===== config.mk =====
export PLATFORM = sky130hd
export DESIGN_NAME = grc_div
export DESIGN_NICKNAME = d
export VERILOG_FILES = /design/src/hdl/grc_pkg.sv /design/src/hdl/grc_div.sv
export SDC_FILE = /design/constraint.sdc
export NUM_CORES = 1
export LEC_CHECK = 0
export ABC_CLOCK_PERIOD_IN_PS = 4900
export BUFFER_PORTS_ARGS = -buffer_cell sky130_fd_sc_hd__buf_4
export CELL_PAD_IN_SITES_DETAIL_PLACEMENT = 0
export CELL_PAD_IN_SITES_GLOBAL_PLACEMENT = 2
export CORE_ASPECT_RATIO = 0.9
export CORE_MARGIN = 2
export CORE_UTILIZATION = 35
export CTS_CLUSTER_DIAMETER = 50
export CTS_CLUSTER_SIZE = 25
export DETAILED_ROUTE_END_ITERATION = 7
export PLACE_DENSITY = 0.77
export SLEW_MARGIN = 25
export SYNTH_ARGS = -nofsm -noshare
export SYNTH_HDL_FRONTEND = slang
export SYNTH_SLANG_ARGS = --single-unit

===== constraint.sdc =====
create_clock -name clk -period 4.9 [get_ports clk]
set_input_delay 0.735 -clock clk [delete_from_list [all_inputs] [get_ports clk]]
set_output_delay 0.735 -clock clk [all_outputs]
set_load 0.005 [all_outputs]

===== src/hdl/grc_pkg.sv =====
// Package: widths, codes and constants of the grid ray-cast hit finder.
package grc_pkg;

  localparam int MAX_WIDTH_DEF  = 1024;
  localparam int MAX_HEIGHT_DEF = 1024;

  localparam int CMD_W  = 2;
  localparam int PIX_W  = 10;
  localparam int CH_W   = 8;
  localparam int RGB_W  = 3 * CH_W;
  localparam int POS_W  = 21;
  localparam int CFG_W  = 11;
  localparam int DIM_W  = 13;
  localparam int CO_W   = 14;
  localparam int TIME_W = 40;
  localparam int QUO_W  = 25;
  localparam int DEN_W  = 21;
  localparam int LBL_W  = 2;
  localparam int APB_AW = 3;
  localparam int APB_DW = 32;

  localparam logic [CMD_W-1:0] CMD_LOAD = 2'd0;
  localparam logic [CMD_W-1:0] CMD_RAY  = 2'd1;
  localparam logic [CMD_W-1:0] CMD_READ = 2'd2;

  localparam logic [LBL_W-1:0] LBL_RED   = 2'd0;
  localparam logic [LBL_W-1:0] LBL_GREEN = 2'd1;
  localparam logic [LBL_W-1:0] LBL_BLUE  = 2'd2;
  localparam logic [LBL_W-1:0] LBL_OTHER = 2'd3;

  localparam logic REG_WIDTH  = 1'b0;
  localparam logic REG_HEIGHT = 1'b1;

  localparam logic [CFG_W-1:0] DIM_RST = 11'd1024;
  localparam logic [DIM_W-1:0] DIM_MIN = 13'd3;

  localparam logic [CH_W-1:0]  DARK_LIMIT   = 8'd3;
  localparam logic [CH_W-1:0]  BRIGHT_LIMIT = 8'd200;
  localparam logic [CH_W-1:0]  BRIGHT_STEP  = 8'd10;
  localparam logic [RGB_W-1:0] RGB_RED      = 24'hFF0000;
  localparam logic [RGB_W-1:0] RGB_GREEN    = 24'h00FF00;
  localparam logic [RGB_W-1:0] RGB_BLUE     = 24'h0000FF;

  localparam logic [QUO_W-1:0] TIME_ONE = 25'h1000000;

  typedef logic signed [CO_W-1:0] coord_t;
  localparam coord_t C_ZERO = '0;
  localparam coord_t C_ONE  = coord_t'(1);
  localparam coord_t C_TWO  = coord_t'(2);

  function automatic logic is_dark(input logic [RGB_W-1:0] p);
    return p[23:16] < DARK_LIMIT && p[15:8] < DARK_LIMIT && p[7:0] < DARK_LIMIT;
  endfunction

endpackage


===== src/hdl/grc_div.sv =====
// Restoring serial divider, one quotient bit per cycle.
module grc_div (
  input  logic                       clk,
  input  logic                       rst,
  input  logic                       start,
  input  logic [grc_pkg::QUO_W-1:0]  num,
  input  logic [grc_pkg::DEN_W-1:0]  den,
  output logic                       done,
  output logic [grc_pkg::QUO_W-1:0]  quo
);
  import grc_pkg::*;
  localparam int CNT_W = $clog2(QUO_W);

  logic [QUO_W-1:0] q;
  logic [DEN_W-1:0] r;
  logic [DEN_W-1:0] r_next;
  logic [DEN_W:0]   trial;
  logic             qbit;
  logic [CNT_W-1:0] cnt;
  logic             busy;

  always_comb begin
    trial = {r, q[QUO_W-1]};
    if (trial >= {1'b0, den}) begin
      r_next = DEN_W'(trial - {1'b0, den});
      qbit   = 1'b1;
    end else begin
      r_next = trial[DEN_W-1:0];
      qbit   = 1'b0;
    end
  end

  always_ff @(posedge clk) begin
    if (rst) begin
      busy <= 1'b0;
      done <= 1'b0;
    end else begin
      done <= 1'b0;
      if (start) begin
        busy <= 1'b1;
        q    <= num;
        r    <= '0;
        cnt  <= CNT_W'(QUO_W - 1);
      end else if (busy) begin
        r   <= r_next;
        q   <= {q[QUO_W-2:0], qbit};
        cnt <= cnt - CNT_W'(1);
        if (cnt == '0) begin
          busy <= 1'b0;
          done <= 1'b1;
        end
      end
    end
  end

  assign quo = q;
endmodule


==> results of run 1 <==
-- metrics by stage --
stage,hold slack [ps],area [um^2],cells,utilization,total power [mW]
CTS,474,4260,525,0.439,1.24
finish,465,4260,525,0.439,1.23
global placement,441,4170,517,0.430,0.977
global route,504,4260,525,0.439,1.31
floorplan,429,3510,328,-,0.860
detailed placement,466,4170,517,0.430,0.975
-- power groups by stage --
stage          Combinational (mW)  Sequential [mW]  Clock [mW]
3_3_place_gp                0.400            0.577           0
4_1_cts                     0.399            0.568       0.274
5_1_grt                     0.444            0.573       0.294
2_1_floorplan               0.285            0.575           0
3_5_place_dp                0.397            0.578           0
6_report                    0.396            0.567       0.263
-- placed cells by master, fill, tap and decap left out, drive strengths merged --
master / count
buf: 75
edfxtp: 51
nor2: 30
inv: 28
nand2: 26
mux2: 25
a21oi: 23
ha: 22
o21ai: 15
mux2i: 14
xnor2: 12
nand3: 9
nand4: 8
xor2: 7
nor3: 5
clkbuf: 5
o211ai: 5
a211oi: 5
nand2b: 3
a21o: 3
a31oi: 3
a221o: 2
and3: 2
a21boi: 2
and2: 2
dfxtp: 2
o221ai: 2
clkinv: 2
a2111o: 1
a2111oi: 1
o21bai: 1
a311o: 1
a41o: 1
or3b: 1
nor2b: 1
nor4: 1
o31a: 1
fa: 1
clkinvlp: 1
-- sequential cells by signal, indices dropped and copies added, names as in the netlist --
name	count
cnt	5
quo	25
busy	1
done	1
r	21
-- layer usage --
metal / global-route usage / share of wire / wire length, um / up-vias
li1: - / - / - / 1341
met1: 0.244 / 0.49 / 4130 / 1255
met2: 0.249 / 0.46 / 3860 / 53
met3: 0.0251 / 0.035 / 296 / 6
met4: 0.0428 / 0.010 / 86 / 0
met5: 0 / 0 / 0 / -
-- cell families (layout without fill, tap and decap cells) --
group,Yosys count,in the layout
mux,39,39
fa+ha+maj,23,23
buf+inv,40,111
simple gates,88,88
xor+xnor,19,19
compound gates,66,66
flops,53,53
-- worst min-delay path by stage --
stage	to	slack, ps	cells past startpoint
floorplan	done$_SDFF_PP0_	430	2
global placement	done$_SDFF_PP0_	440	2
detailed placement	done$_SDFF_PP0_	470	2
CTS	done$_SDFF_PP0_	470	2
global route	done$_SDFF_PP0_	500	2
finish	done$_SDFF_PP0_	460	2
-- layout make-up --
class,instances,share of cell area
Multi-Input combinational cell,235,0.416
Sequential cell,53,0.369
Clock inverter,3,0.00499
Clock buffer,5,0.0161
Inverter,28,0.0247
Tap cell,126,0.0370
Timing Repair Buffer,75,0.132
-- critical path: stages (launching register included) --
cell and delay [ps]:
edfxtp_1 410, inv_1 110, ha_1 170, inv_1 50
fa_1 430, a211oi_2 320, o211ai_2 170, a31oi_4 190
nor2_2 90, a2111o_1 820, and2_1 350, a211oi_2 180
==> summary.md, run 1 <==
| Metric | Value |
|---|---|
| CTS resizes | `0` |
| Crit path to | `r[0]$_SDFFCE_PP0P_` |
| Share of layout cells above drive strength 1 | `0.298` |
| Fillers | `965` |
| Top-area cell type share of the netlist area | `0.436` |
| Worst slack, placed | `1140 ps` |
| Fin Setup TNS | `0 ps` |
| Initial antenna violation count | `0` |
| Simple-Gate Fraction of Synth Area | `0.113` |
| Synth Flop Type | `edfxtp_1` |
| Max H-tree Level | `2` |
| Multi-input gate area in the final layout | `1780 um^2` |
| Max Freq | `291 MHz` |
| Post-Synthesis Cells | `328` |
| Max VDD drop | `143 uV` |
| Main combinational cell family by area after synthesis | `compound AO/OA/AOI/OAI gates` |
| Post-synthesis cell type count | `48` |
| CTS tree | `yes` |
| Top post-synthesis cells by area | `edfxtp_1 (44%), ha_1 (7.8%), mux2_2 (7.7%)` |
| Clk_lat worst skew | `310 ps` |
| Final Hold Fails | `0` |
| # IOs | `75` |
| R2R Setup Slk | `1470 ps` |
| Cell internal pwr | `0.831 mW` |
| Gpl congestion | `0.859` |
| Synth Register Bits | `53` |
| Slew of the pin with the lowest slew margin | `987 ps` |
| Root Driver | `clkbuf_8` |
| Status | `complete, no violations` |
| Post-synthesis mux area share | `0.121` |
| DR vias/cell | `5.06` |
| First-pass GRT wire length | `13900 um` |
| Xor/xnor share of the synthesized area | `0.0474` |
| Syn_area_per_cell | `10.7 um^2` |
| Register area share after synthesis | `0.447` |
| Leak pwr | `1.78 nW` |
| Part of the power in combinational logic | `0.323` |
| Via count | `2655` |
| Hold Path Class | `flop to flop` |
| Largest net degree at the start of global routing | `49` |
| Power Dens Cells | `288 nW/um^2` |
| CP Launch Type | `flop` |
| WP data arrival | `3590 ps` |
| Number of synthesized flops with an enable pin | `51` |
| Post-synth top area cell | `edfxtp_1` |
| Period utilization | `0.701` |
| Final min period | `3430 ps` |
| Sw frac | `0.322` |
| Synth cell count leaders | `edfxtp_1 (51), nor2_1 (29), inv_1 (27), nand2_1 (26), mux2_2 (24)` |
| Final setup violation count | `0` |
| GRT Util Overall | `0.165` |
| Synth Area in Compound Gates | `0.137` |
| Post-Syn Nets | `400` |
| Crit Path Category | `flop to flop` |
| DR WL/cell | `15.9 um` |
| Row cnt | `34` |
| Grt ovf | `0` |
| Slew Viols, Final | `0` |
| CP startpoint | `quo[24]$_DFFE_PP_` |
| Net count, final | `470` |
| DIE HEIGHT | `99.1 um` |
| Largest fanout on the critical path | `19` |
| Worst R2R Start | `quo[24]$_DFFE_PP_` |
| DRC errors left | `0` |
| RR Endpoint | `r[0]$_SDFFCE_PP0P_` |
| Setup slack after layout | `1470 ps` |
| CTS max path bufs | `2` |
| Initial Util | `0.362` |
| Post-Route WL | `8370 um` |
| Max-cap violation count | `0` |
| Clock skew | `5.96 ps` |
| Rel. slew slack | `0.342` |
| Syn-to-layout area delta | `21.3%` |
| Die width | `110 um` |
| Yosys warns | `0` |
| Clock Sinks | `53` |
| CP endpoint kind | `flop` |
| ANT nets after route | `0` |
| Net Sw Power | `0.395 mW` |
| Hold Buf Count CTS | `0` |
| Sequential group share of total power | `0.463` |
| Syn Std Cell Area | `3510 um^2` |
| Vias in the first global route | `2714` |
| Worst reg2reg path depth | `11` |
| Initial DRC count | `117` |
| Antenna fix cells | `0` |
| Clk network pwr share | `0.214` |
| Synth async-reset ratio | `0` |
| Register area | `1570 um^2` |
| HPWL Detailed | `6200 um` |
| Core footprint | `9700 um^2` |
| Post-CTS setup buffer count | `0` |
| Required @ worst endpoint | `5060 ps` |
| Die area | `10900 um^2` |
| Port Buffer Count | `74` |
| Most numerous cell in the Yosys netlist | `edfxtp_1` |
| Unrepaired setup endpoints after global routing | `false` |
| TritonCTS Buffers | `5` |
| Hold Path Origin | `busy$_SDFF_PP0_` |
| Drt pass-1 iters | `4` |
| Synth Area in Adders | `0.0840` |
| Clock-pin slew on the worst setup and hold paths | `110 ps` |
Note: power is estimated with default switching activity, not from simulation.
==> run 2, diff against run 1 <==
ABC_AREA = 1   (was not set)
ABC_CLOCK_PERIOD_IN_PS = 3360   (was 4900)
CORE_UTILIZATION = 31   (was 35)
clock period = 3.36 ns   (was 4.9 ns; I/O delays follow)
==> summary.md, run 2 <==
| Metric | Value |
|---|---|
| WP data arrival | `2580 ps` |
| Largest fanout on the critical path | `28` |
| Drt pass-1 iters | `4` |
| Max reg flops | `25` |
| Top-area cell type share of the netlist area | `0.384` |
| Period utilization | `0.748` |
| Synth Flop Type | `edfxtp_1` |
| Register area share after synthesis | `0.394` |
| Largest net degree at the start of global routing | `47` |
| Final Hold Fails | `0` |
| Row cnt | `39` |
| Die area | `13800 um^2` |
| HPWL Detailed | `8110 um` |
| CP cell instances | `inv_1 > ha_1 > inv_1 > fa_1 > nand2_1 > nand2_1 > nand3_2 > nand2_2 > nand2_2 > nand2_2 > nand2_4 > nand2_8 > nand2_2 > nand2_1 > nand2_1 > inv_1` |
| TritonCTS Buffers | `5` |
| Share of layout cells above drive strength 1 | `0.184` |
| Leak pwr | `2.56 nW` |
| Final setup violation count | `0` |
| CTS tree | `yes` |
| Register area | `1570 um^2` |
| Hold Buf Count CTS | `0` |
| Max H-tree Level | `2` |
| Port Buffer Count | `74` |
| Status | `complete, no violations` |
| Vias in the first global route | `3433` |
| Net Sw Power | `0.699 mW` |
| Net count, final | `706` |
| CP max stage cell | `fa_1` |
| Gpl congestion | `0.772` |
| Max Freq | `398 MHz` |
| Post-synth top area cell | `edfxtp_1` |
| Clock Sinks | `53` |
| Die width | `124 um` |
| Power Dens Cells | `432 nW/um^2` |
| Fin Setup TNS | `0 ps` |
| Commonest non-fill, non-tap cell in the layout | `nand2_1` |
| DR WL/cell | `13.1 um` |
| DRC errors left | `0` |
| Fin util | `0.386` |
| Number of synthesized flops with an enable pin | `51` |
| Initial Util | `0.316` |
| Max VDD drop | `216 uV` |
| Post-CTS setup buffer count | `0` |
| CP Buf/Inv Count | `3` |
| GRT Util Overall | `0.162` |
| Synth cell count leaders | `nand2_1 (225), inv_1 (93), edfxtp_1 (51), nor2_1 (49), ha_1 (22)` |
| Part of the power in combinational logic | `0.315` |
| Syn Std Cell Area | `3990 um^2` |
| Required @ worst endpoint | `3430 ps` |
| Syn_area_per_cell | `7.10 um^2` |
| CTS max path bufs | `2` |
| CTS resizes | `0` |
| Grt ovf | `0` |
| Antenna fix cells | `0` |
| Initial antenna violation count | `0` |
| Fillers | `1383` |
| Most frequent cells in the layout | `nand2_1 (225), inv_1 (93), buf_4 (77), edfxtp_1 (51), nor2_1 (49)` |
| Synth async-reset ratio | `0` |
| Post-synthesis cell type count | `36` |
| DR vias/cell | `4.36` |
| Clock-pin slew on the worst setup and hold paths | `80 ps` |
| Sequential group share of total power | `0.394` |
| Sw frac | `0.332` |
| Hold Path Class | `input port to flop` |
| Multi-input gate area in the final layout | `1980 um^2` |
| Syn-to-layout area delta | `22.1%` |
| Slowest stage delay, CP | `450 ps` |
| DIE HEIGHT | `112 um` |
| Via count | `3486` |
| Clk network pwr share | `0.291` |
| Synth Register Bits | `53` |
| Post-Route WL | `10500 um` |
| Slew Viols, Final | `0` |
| Crit Path Category | `flop to flop` |
| Max-cap violation count | `0` |
| Post-Syn Nets | `634` |
| Core footprint | `12600 um^2` |
| Unrepaired setup endpoints after global routing | `false` |
| Yosys warns | `0` |
| Rel. slew slack | `0.661` |
| Post-Synthesis Cells | `562` |
| Top post-synthesis cells by area | `edfxtp_1 (38%), nand2_1 (21%), inv_1 (8.7%)` |
| Root Driver | `clkbuf_16` |
| Critical path's top delay family | `simple AND/OR/NAND/NOR gates` |
| Clock skew | `11.9 ps` |
| Most numerous cell in the Yosys netlist | `nand2_1` |
| First-pass GRT wire length | `17300 um` |
| Cell internal pwr | `1.41 mW` |
| Final min period | `2510 ps` |
| CP endpoint kind | `flop` |
| Initial DRC count | `165` |
| Clk_lat worst skew | `310 ps` |
| # IOs | `75` |
| CP Launch Type | `flop` |
| ANT nets after route | `0` |
| Slew of the pin with the lowest slew margin | `508 ps` |
run 2: changes by cell type in the layout (fill, tap and decap cells not counted), sizes merged, moves of 6 or more:
cell   previous run  this run
nand2            26       235
a21oi            23        17
mux2i            14         0
nand3             9        21
mux2             25         0
xnor2            12         0
nand4             8         2
nor2             30        62
inv              28        98
run 2: cell families after synthesis:
logic type               synth area share
AO/OA/AOI/OAI                      0.0448
XOR/XNOR                           0.0198
adder cells (fa/ha/maj)            0.0740
buffers and inverters               0.112
flip-flops                          0.394
AND/OR/NAND/NOR                     0.355
run 2: cell type report:
| cell class | count | share of cell area |
|---|---|---|
| Inverter | 97 | 0.0752 |
| Clock buffer | 5 | 0.0257 |
| Tap cell | 164 | 0.0421 |
| Timing Repair Buffer | 77 | 0.119 |
| Sequential cell | 53 | 0.323 |
| Clock inverter | 3 | 0.00899 |
| Multi-Input combinational cell | 400 | 0.407 |
run 2: final timing paths:
kind | from | end | slack (ps) | depth (start not counted)
worst max-delay path | quo[24]$_DFFE_PP_ | r[19]$_SDFFCE_PP0P_ | 850 | 16
worst min-delay path | rst | done$_SDFF_PP0_ | 380 | 2
worst max register to register | quo[24]$_DFFE_PP_ | r[19]$_SDFFCE_PP0P_ | 850 | 16
worst min register to register | busy$_SDFF_PP0_ | done$_SDFF_PP0_ | 500 | 2
run 2: stage by stage:
| step | hold WS, ps | std cells | power, mW | cell area, um^2 | setup WS (ps) |
|---|---|---|---|---|---|
| 2_1_floorplan | 442 | 562 | 1.32 | 3990 | 516 |
| 3_3_place_gp | 500 | 791 | 1.51 | 4700 | 732 |
| 3_5_place_dp | 505 | 791 | 1.51 | 4700 | 736 |
| 4_1_cts | 366 | 799 | 2.14 | 4870 | 814 |
| 5_1_grt | 378 | 799 | 2.26 | 4870 | 575 |
| 6_report | 375 | 799 | 2.10 | 4870 | 846 |
run 2: worst register-to-register path, delay by kind of cell, from the launching register on:
kind,cells,cell delay (ps)
AND/OR/NAND/NOR,11,1060
adder cells (fa/ha/maj),2,580
flip-flops,1,440
buffers and inverters,3,200
run 2: routing by layer:
layer	GRT usage	vias up	share of wire
li1	-	1877	-
met1	0.233	1559	0.51
met2	0.251	45	0.45
met3	0.0297	5	0.031
met4	0.0386	0	0.011
met5	0	-	0
run 2: power by group through the flow:
stage	Combinational [mW]	Sequential, mW	Clock (mW)
2_1_floorplan	0.478	0.839	0
3_3_place_gp	0.666	0.842	0
3_5_place_dp	0.669	0.843	0
4_1_cts	0.673	0.829	0.637
5_1_grt	0.765	0.835	0.658
6_report	0.663	0.828	0.613
